`src/hdl/tah_pkg.sv`:
```
// ----------------------------------------------------------------------------
// tah_pkg
// Shared types and codes of the temperature alarm: alarm levels, opcodes,
// configuration register indexes and the state word.
// ----------------------------------------------------------------------------
`default_nettype none

package tah_pkg;

  // Result level codes as seen on the output port
  localparam logic [1:0] LVL_NORMAL   = 2'd0;
  localparam logic [1:0] LVL_WARNING  = 2'd1;
  localparam logic [1:0] LVL_CRITICAL = 2'd2;
  localparam logic [1:0] LVL_FAULT    = 2'd3;

  // Input opcodes
  localparam logic OP_READING = 1'b0;
  localparam logic OP_RESET   = 1'b1;

  // Configuration register indexes
  localparam int CFG_IDX_W = 3;
  localparam logic [CFG_IDX_W-1:0] CFG_WARN_HIGH = 3'd0;
  localparam logic [CFG_IDX_W-1:0] CFG_WARN_LOW  = 3'd1;
  localparam logic [CFG_IDX_W-1:0] CFG_CRIT_HIGH = 3'd2;
  localparam logic [CFG_IDX_W-1:0] CFG_CRIT_LOW  = 3'd3;
  localparam logic [CFG_IDX_W-1:0] CFG_HYST      = 3'd4;
  localparam logic [CFG_IDX_W-1:0] CFG_MAX_BAD   = 3'd5;

  localparam int CNT_W = 8;
  localparam logic [CNT_W-1:0] CNT_MAX = 8'hFF;

  // Alarm state machine, one-hot
  typedef enum logic [3:0] {
    ST_NORMAL   = 4'b0001,
    ST_WARNING  = 4'b0010,
    ST_CRITICAL = 4'b0100,
    ST_FAULT    = 4'b1000
  } level_t;

  // State carried from one word to the next
  typedef struct packed {
    level_t           level;
    logic [CNT_W-1:0] count;
  } tah_state_t;

  // Map the one-hot state to the output level code
  function automatic logic [1:0] level_code(input level_t lvl);
    logic [1:0] code;
    unique case (lvl)
      ST_NORMAL:   code = LVL_NORMAL;
      ST_WARNING:  code = LVL_WARNING;
      ST_CRITICAL: code = LVL_CRITICAL;
      ST_FAULT:    code = LVL_FAULT;
      default:     code = LVL_FAULT;
    endcase
    return code;
  endfunction

endpackage

`default_nettype wire

```
`src/hdl/tah_eval.sv`:
```
// ----------------------------------------------------------------------------
// tah_eval
// Next-state logic for one word: reset command, checksum error run, fault latch and the
// normal / warning / critical transitions with hysteresis.
// ----------------------------------------------------------------------------
`default_nettype none

module tah_eval
  import tah_pkg::*;
#(
  parameter int TEMP_BITS = 12
) (
  input  tah_state_t                    cur,
  input  logic                          opcode,
  input  logic                          checksum_ok,
  input  logic signed [TEMP_BITS-1:0]   temperature,
  input  logic signed [TEMP_BITS-1:0]   warn_high,
  input  logic signed [TEMP_BITS-1:0]   warn_low,
  input  logic signed [TEMP_BITS-1:0]   crit_high,
  input  logic signed [TEMP_BITS-1:0]   crit_low,
  input  logic        [CNT_W-1:0]       hysteresis,
  input  logic        [CNT_W-1:0]       max_bad_checksums,
  output tah_state_t                    nxt
);

  // Two spare bits keep threshold +/- hysteresis in range down to 8-bit readings
  localparam int CMP_W = TEMP_BITS + 2;

  logic signed [CMP_W-1:0] t_x;
  logic signed [CMP_W-1:0] wh_x;
  logic signed [CMP_W-1:0] wl_x;
  logic signed [CMP_W-1:0] ch_x;
  logic signed [CMP_W-1:0] cl_x;
  logic signed [CMP_W-1:0] h_x;
  logic                    crit_hit;
  logic                    warn_hit;
  logic                    warn_clear;
  logic                    crit_clear;
  logic [CNT_W-1:0]        count_inc;

  // Sign-extend everything to the comparison width
  assign t_x  = CMP_W'(temperature);
  assign wh_x = CMP_W'(warn_high);
  assign wl_x = CMP_W'(warn_low);
  assign ch_x = CMP_W'(crit_high);
  assign cl_x = CMP_W'(crit_low);
  assign h_x  = $signed({{(CMP_W-CNT_W){1'b0}}, hysteresis});

  assign crit_hit   = (t_x >= ch_x) || (t_x <= cl_x);
  assign warn_hit   = (t_x >= wh_x) || (t_x <= wl_x);
  assign warn_clear = (t_x < wh_x - h_x) && (t_x > wl_x + h_x);
  assign crit_clear = (t_x < ch_x - h_x) && (t_x > cl_x + h_x);

  // Saturating error run
  assign count_inc = (cur.count == CNT_MAX) ? CNT_MAX : cur.count + 1'b1;

  always_comb begin
    nxt = cur;
    priority if (opcode == OP_RESET) begin
      nxt.level = ST_NORMAL;
      nxt.count = '0;
    end else if (!checksum_ok) begin
      nxt.count = count_inc;
      if (count_inc >= max_bad_checksums) begin
        nxt.level = ST_FAULT;
      end
    end else begin
      nxt.count = '0;
      unique case (cur.level)
        ST_NORMAL: begin
          if (crit_hit) begin
            nxt.level = ST_CRITICAL;
          end else if (warn_hit) begin
            nxt.level = ST_WARNING;
          end
        end
        ST_WARNING: begin
          if (crit_hit) begin
            nxt.level = ST_CRITICAL;
          end else if (warn_clear) begin
            nxt.level = ST_NORMAL;
          end
        end
        ST_CRITICAL: begin
          if (crit_clear) begin
            nxt.level = ST_WARNING;
          end
        end
        ST_FAULT: begin
          nxt.level = ST_FAULT;
        end
        default: begin
          nxt.level = cur.level;
        end
      endcase
    end
  end

endmodule

`default_nettype wire

```
`src/hdl/temperature_alarm_hysteresis.sv`:
```
// ----------------------------------------------------------------------------
// temperature_alarm_hysteresis
// Threshold alarm with hysteresis and a checksum error fault latch.
// ----------------------------------------------------------------------------
// Usage:
//   Input words (opcode, checksum_ok, temperature) arrive on a valid/ready
//   channel; each produces exactly one result word (level,
//   bad_checksum_count) on the output valid/ready channel, in order.
//   A word is captured in an input register, evaluated against the alarm
//   state in one pass and written to the result register once that register
//   is empty or its result is being taken.
//   Throughput is one word per cycle while the receiver keeps taking results;
//   the state update between the two registers is combinational.
//   When the receiver stalls, the result register holds, the input
//   register fills, and in_ready drops; nothing is lost or repeated.
//   Configuration is written through cfg_write / cfg_index / cfg_data while
//   no word is in flight; indexes beyond the register list are ignored.
//   Synchronous reset restores all thresholds to their defaults, the level
//   to normal, the error run to zero and empties both registers.
// ----------------------------------------------------------------------------
`default_nettype none

module temperature_alarm_hysteresis
  import tah_pkg::*;
#(
  parameter int TEMP_BITS = 12
) (
  input  logic                         clk,
  input  logic                         rst,
  // configuration
  input  logic                         cfg_write,
  input  logic [CFG_IDX_W-1:0]         cfg_index,
  input  logic [TEMP_BITS-1:0]         cfg_data,
  // input channel
  input  logic                         in_valid,
  output logic                         in_ready,
  input  logic                         opcode,
  input  logic                         checksum_ok,
  input  logic signed [TEMP_BITS-1:0]  temperature,
  // output channel
  output logic                         out_valid,
  input  logic                         out_ready,
  output logic [1:0]                   level,
  output logic [CNT_W-1:0]             bad_checksum_count
);

  // Configuration registers
  logic signed [TEMP_BITS-1:0] warn_high;
  logic signed [TEMP_BITS-1:0] warn_low;
  logic signed [TEMP_BITS-1:0] crit_high;
  logic signed [TEMP_BITS-1:0] crit_low;
  logic        [CNT_W-1:0]     hysteresis;
  logic        [CNT_W-1:0]     max_bad_checksums;

  // Input register
  logic                        s1_valid;
  logic                        s1_opcode;
  logic                        s1_checksum_ok;
  logic signed [TEMP_BITS-1:0] s1_temperature;

  // Alarm state
  tah_state_t                  state;
  tah_state_t                  state_next;

  logic                        advance;

  // Write configuration
  always_ff @(posedge clk) begin
    if (rst) begin
      warn_high         <= TEMP_BITS'(560);
      warn_low          <= TEMP_BITS'(80);
      crit_high         <= TEMP_BITS'(720);
      crit_low          <= '0;
      hysteresis        <= CNT_W'(32);
      max_bad_checksums <= CNT_W'(3);
    end else if (cfg_write) begin
      unique case (cfg_index)
        CFG_WARN_HIGH: warn_high         <= cfg_data;
        CFG_WARN_LOW:  warn_low          <= cfg_data;
        CFG_CRIT_HIGH: crit_high         <= cfg_data;
        CFG_CRIT_LOW:  crit_low          <= cfg_data;
        CFG_HYST:      hysteresis        <= cfg_data[CNT_W-1:0];
        CFG_MAX_BAD:   max_bad_checksums <= cfg_data[CNT_W-1:0];
        default: ;
      endcase
    end
  end

  // Move a word from the input register to the result register
  assign advance  = s1_valid && (!out_valid || out_ready);
  assign in_ready = !s1_valid || advance;

  // Capture the input word
  always_ff @(posedge clk) begin
    if (rst) begin
      s1_valid <= 1'b0;
    end else if (in_ready) begin
      s1_valid <= in_valid;
    end
  end

  always_ff @(posedge clk) begin
    if (in_valid && in_ready) begin
      s1_opcode      <= opcode;
      s1_checksum_ok <= checksum_ok;
      s1_temperature <= temperature;
    end
  end

  tah_eval #(
    .TEMP_BITS (TEMP_BITS)
  ) u_eval (
    .cur               (state),
    .opcode            (s1_opcode),
    .checksum_ok       (s1_checksum_ok),
    .temperature       (s1_temperature),
    .warn_high         (warn_high),
    .warn_low          (warn_low),
    .crit_high         (crit_high),
    .crit_low          (crit_low),
    .hysteresis        (hysteresis),
    .max_bad_checksums (max_bad_checksums),
    .nxt               (state_next)
  );

  // Advance the alarm state
  always_ff @(posedge clk) begin
    if (rst) begin
      state.level <= ST_NORMAL;
      state.count <= '0;
    end else if (advance) begin
      state <= state_next;
    end
  end

  // Hold the result until taken
  always_ff @(posedge clk) begin
    if (rst) begin
      out_valid <= 1'b0;
    end else if (advance) begin
      out_valid <= 1'b1;
    end else if (out_ready) begin
      out_valid <= 1'b0;
    end
  end

  always_ff @(posedge clk) begin
    if (advance) begin
      level              <= level_code(state_next.level);
      bad_checksum_count <= state_next.count;
    end
  end

  // Reset command always reports normal with a cleared count
  a_reset_cmd: assert property (@(posedge clk) disable iff (rst)
    advance && s1_opcode == OP_RESET |=>
      level == LVL_NORMAL && bad_checksum_count == '0)
    else $error("reset command did not clear level and count");

  // Fault only leaves on a reset command
  a_fault_hold: assert property (@(posedge clk) disable iff (rst)
    advance && state.level == ST_FAULT && s1_opcode != OP_RESET |=>
      state.level == ST_FAULT)
    else $error("fault level released without reset command");

  // A failed checksum below saturation bumps the run by one
  a_run_inc: assert property (@(posedge clk) disable iff (rst)
    advance && s1_opcode == OP_READING && !s1_checksum_ok && state.count != CNT_MAX |=>
      state.count == $past(state.count) + 1'b1)
    else $error("error run did not increment");

  // Result register mirrors the state after each update
  a_out_match: assert property (@(posedge clk) disable iff (rst)
    advance |=> bad_checksum_count == state.count && level == level_code(state.level))
    else $error("result word does not match alarm state");

  // No result without a word in the input register
  a_no_invent: assert property (@(posedge clk) disable iff (rst)
    !s1_valid && (!out_valid || out_ready) |=> !out_valid)
    else $error("result produced without an input word");

endmodule

`default_nettype wire

```
`config.mk`:
```
export PLATFORM = sky130hd
export DESIGN_NAME = temperature_alarm_hysteresis
export DESIGN_NICKNAME = d
export VERILOG_FILES = /design/src/hdl/tah_pkg.sv /design/src/hdl/tah_eval.sv /design/src/hdl/temperature_alarm_hysteresis.sv
export SDC_FILE = /design/constraint.sdc
export NUM_CORES = 1
export LEC_CHECK = 0
export BUFFER_PORTS_ARGS = -buffer_cell sky130_fd_sc_hd__buf_2
export CAP_MARGIN = 10
export CORE_AREA = 2 2 168 170
export DETAILED_ROUTE_END_ITERATION = 16
export DIE_AREA = 0 0 170 172
export PLACE_DENSITY_LB_ADDON = 0.25
export SKIP_LAST_GASP = 1
export SLEW_MARGIN = 0
export SYNTH_ARGS = -nofsm -noshare
export SYNTH_HDL_FRONTEND = slang
export SYNTH_SLANG_ARGS = --single-unit
```
`constraint.sdc`:
```
create_clock -name clk -period 6.9 [get_ports clk]
set_input_delay 1.38 -clock clk [delete_from_list [all_inputs] [get_ports clk]]
set_output_delay 1.38 -clock clk [all_outputs]
set_load 0.05 [all_outputs]
```
==> results.txt <==
Die Span Y - 172 µm
Yosys warning count - 0
Post-route ant nets - 0
Worst path most repeated cell - a21o_1
Leak pwr - 3.55 nW
Die area - 0.0292 mm²
Async SR Flop Fraction - 0%
Max IR drop VDD - 109 µV
Detailed Route WL - 20500 µm
Post-synth top area share - 22.3%
Ranking of synthesized cells by area - ha_1, dfxtp_1, edfxtp_1
Detailed-route DRC error count - 0
Worst Path Required - 7020 ps
Initial DRC Count - 307
IO Pins - 46
FMAX - 186 MHz
Worst rel slew slack - 39.2%
HP Class - flip-flop to flip-flop
Antenna Cells - 0
Total GRT Usage - 14.6%
Critical-path cell list - inv_1, fa_1, a21o_1, a21oi_1, o21ai_0, a21oi_1, nor2b_1, o21a_1, or4_1, xnor2_1, ha_1, a21o_1, a2111oi_0, a21o_1, o221ai_1, or4_4, o22ai_1, a41o_2, xor2_1, or3_1
Rows - 61
Storage cell area - 0.00228 mm²
Synth Cell Area - 0.00780 mm²
Total CTS buffers - 9
Crit path max fanout - 5
Endpoints failing hold - 0
Top FF cell, synth - dfxtp_1
Vias per cell - 4.78
Number of distinct library cells after synthesis - 56
Worst Min Path Start - max_bad_checksums[7]
Crit end category - flip-flop
Hold buffers post-CTS - 0
Initial Util - 28.4%
Grt ovf - 0
CTS tree - yes
Die Wd - 170 µm
Crit path arrival time - 5480 ps
Crit path largest cell delay - 490 ps
Tightest Pin Transition - 912 ps
Crit path from - hysteresis[1]
Period utilisation layout - 77.8%
Clock Sink Count - 102
Final slew viol count - 0
Sequential fraction of the synthesis area - 29.2%
Slowest CP cell - fa_1
Final Critical Period - 5370 ps
Iteration count of the initial detailed-routing pass - 5
Outcome - finished clean
Post-CTS resize count - 0
Layout cells sized above 1 - 7.88%
CP Launch Type - flip-flop
Via Count - 6392
Clock Latency Late Sink - 360 ps
Placeable core region - 0.0275 mm²
Clock Tree Buf Depth - 2
Max-cap violations - 0
H-Tree Depth - 3
Layout Nets - 1162
Average size of a mapped cell - 8.21 µm²
Sum Neg Setup Slack - 0 ps
Number of synthesized flops with an enable pin - 24
Power Density - 168 mW/mm²
RSZ-0062 raised after global routing - false
Placer Congestion - 0.813
Net Count, Synth - 1128
# setup viols final - 0
RR Startpoint - hysteresis[1]
Seq cells post-synth - 102
Post-DP HPWL - 16300 µm
Synth area leader - ha_1
Vias in the first global route - 6190
First-pass GRT wire length - 33100 µm
Total setup buffers inserted after CTS - 0
PortBufs - 45
Initial antenna violation count - 2
Area delta synth->final - 11.3%
Power, Total - 0.00146 W
Critical path class - flip-flop to flip-flop
Clock Skews - 10.8 ps
Syn Inst Count - 951
Footprint of the multi-input gates - 0.00507 mm²
Register clock-pin slew on the reported worst setup and hold paths - 80 ps
Largest net degree at the start of global routing - 79
Layout fillers - 2967
Root buf cell - clkbuf_16
DR WL/cell - 15.3 µm
cells in the mapped netlist (5+ instances only):
| cell | count |
|---|---|
| inv_1 | 96 |
| edfxtp_1 | 24 |
| and3_1 | 8 |
| a21o_1 | 20 |
| ha_1 | 139 |
| nand2_1 | 158 |
| xnor2_1 | 35 |
| o21a_1 | 5 |
| a21oi_1 | 114 |
| nor2b_1 | 18 |
| nor2_1 | 45 |
| dfxtp_1 | 78 |
| a2111oi_0 | 5 |
| o21bai_1 | 5 |
| a211o_1 | 11 |
| o21ai_0 | 26 |
| nand3_1 | 18 |
| nor3_1 | 5 |
| a211oi_1 | 6 |
| a31oi_1 | 5 |
| nand3b_1 | 5 |
| and2_1 | 7 |
| xor2_1 | 7 |
| o211ai_1 | 8 |
| clkbuf_1 | 23 |
| nand2b_1 | 12 |
| nand4_1 | 17 |
stage by stage:
step	instance area [µm²]	hold slack [ps]	worst slack [ps]	instances	util, %
after floorplan	7800	436	1990	951	-
after global placement	8380	447	1590	1320	30.5
after detailed placement	8380	450	1560	1320	30.5
after CTS	8690	462	1530	1336	31.6
after global routing	8690	481	1080	1336	31.6
final	8690	460	1540	1336	31.6
kinds of logic (layout without fill, tap and decap cells):
family	count (synthesis)	in the layout	synth area share, %
AND/OR/NAND/NOR	317	317	19.1
AO/OA/AOI/OAI	225	225	17.6
adder cells (fa/ha/maj)	143	143	23.3
buffers and inverters	120	159	5.82
flip-flops	102	102	29.2
XOR/XNOR	42	42	4.71
multiplexers	2	2	0.289
routing by layer:
layer | global-route usage (%) | wire, µm
met5 | 0 | 11
met4 | 4.68 | 329
met3 | 2.17 | 625
met2 | 24.1 | 9290
met1 | 19.7 | 10200
placed cells by master, fill, tap and decap left out, types with 3 or more instances in the layout:
master	n
o21bai_1	5
fa_1	4
a211oi_1	6
o21a_1	5
and2b_2	3
edfxtp_1	24
a31oi_1	5
and3_1	8
a211o_1	11
nor2b_1	18
inv_1	96
nand4_1	17
a21oi_1	114
o22ai_1	3
nand3b_1	5
nor3_1	5
nor2_1	45
ha_1	139
nand3_1	18
clkbuf_16	9
buf_2	45
o211ai_1	8
nand2_1	158
nor4_1	4
or3_1	3
o21ai_0	26
a2111oi_0	5
and2_1	7
or2_2	4
dfxtp_1	78
xnor2_1	35
xor2_1	7
nand2b_1	12
a21o_1	20
power breakdown:
| group | internal, W | leakage (nW) | switching (W) |
|---|---|---|---|
| sequential | 0.000631 | 0.862 | 0.0000255 |
| combinational | 0.000108 | 2.54 | 0.000158 |
| clock | 0.000262 | 0.150 | 0.000276 |
sequential cells by signal, indices dropped and copies added (netlist names):
| register | flops |
|---|---|
| crit_high | 12 |
| state | 12 |
| s1_temperature | 12 |
| hysteresis | 8 |
| bad_checksum_count | 8 |
| out_valid | 1 |
| s1_valid | 1 |
| warn_high | 12 |
| crit_low | 12 |
| max_bad_checksums | 8 |
| s1_opcode | 1 |
| warn_low | 12 |
| s1_checksum_ok | 1 |
| level | 2 |
final cells by class:
type	instances	share of cell area, %
clock buffers	9	2.59
well taps	346	4.98
clock inverters	7	0.936
flip-flops and latches	102	26.3
repair buffers	47	2.76
inverters	96	4.15
multi-input cells	729	58.3
critical path, delay by kind of cell (launching register included):
| family | cells | cell delay (ps) |
|---|---|---|
| and+or+nand+nor | 4 | 1310 |
| DFF | 1 | 440 |
| adders and majority gates | 2 | 790 |
| xor gates and xnor gates | 2 | 220 |
| AOI/OAI and AO/OA | 11 | 2160 |
| buffers and inverters | 1 | 200 |
worst paths after layout:
check                           slack [ps]  depth (start not counted)                   end
worst max-delay path                  1540                         20              level[0]
worst min-delay path                   460                          2  max_bad_checksums[7]
worst max register to register        1540                         20              level[0]
worst min register to register         460                          2  max_bad_checksums[7]
(Power assumes the default switching activity.)
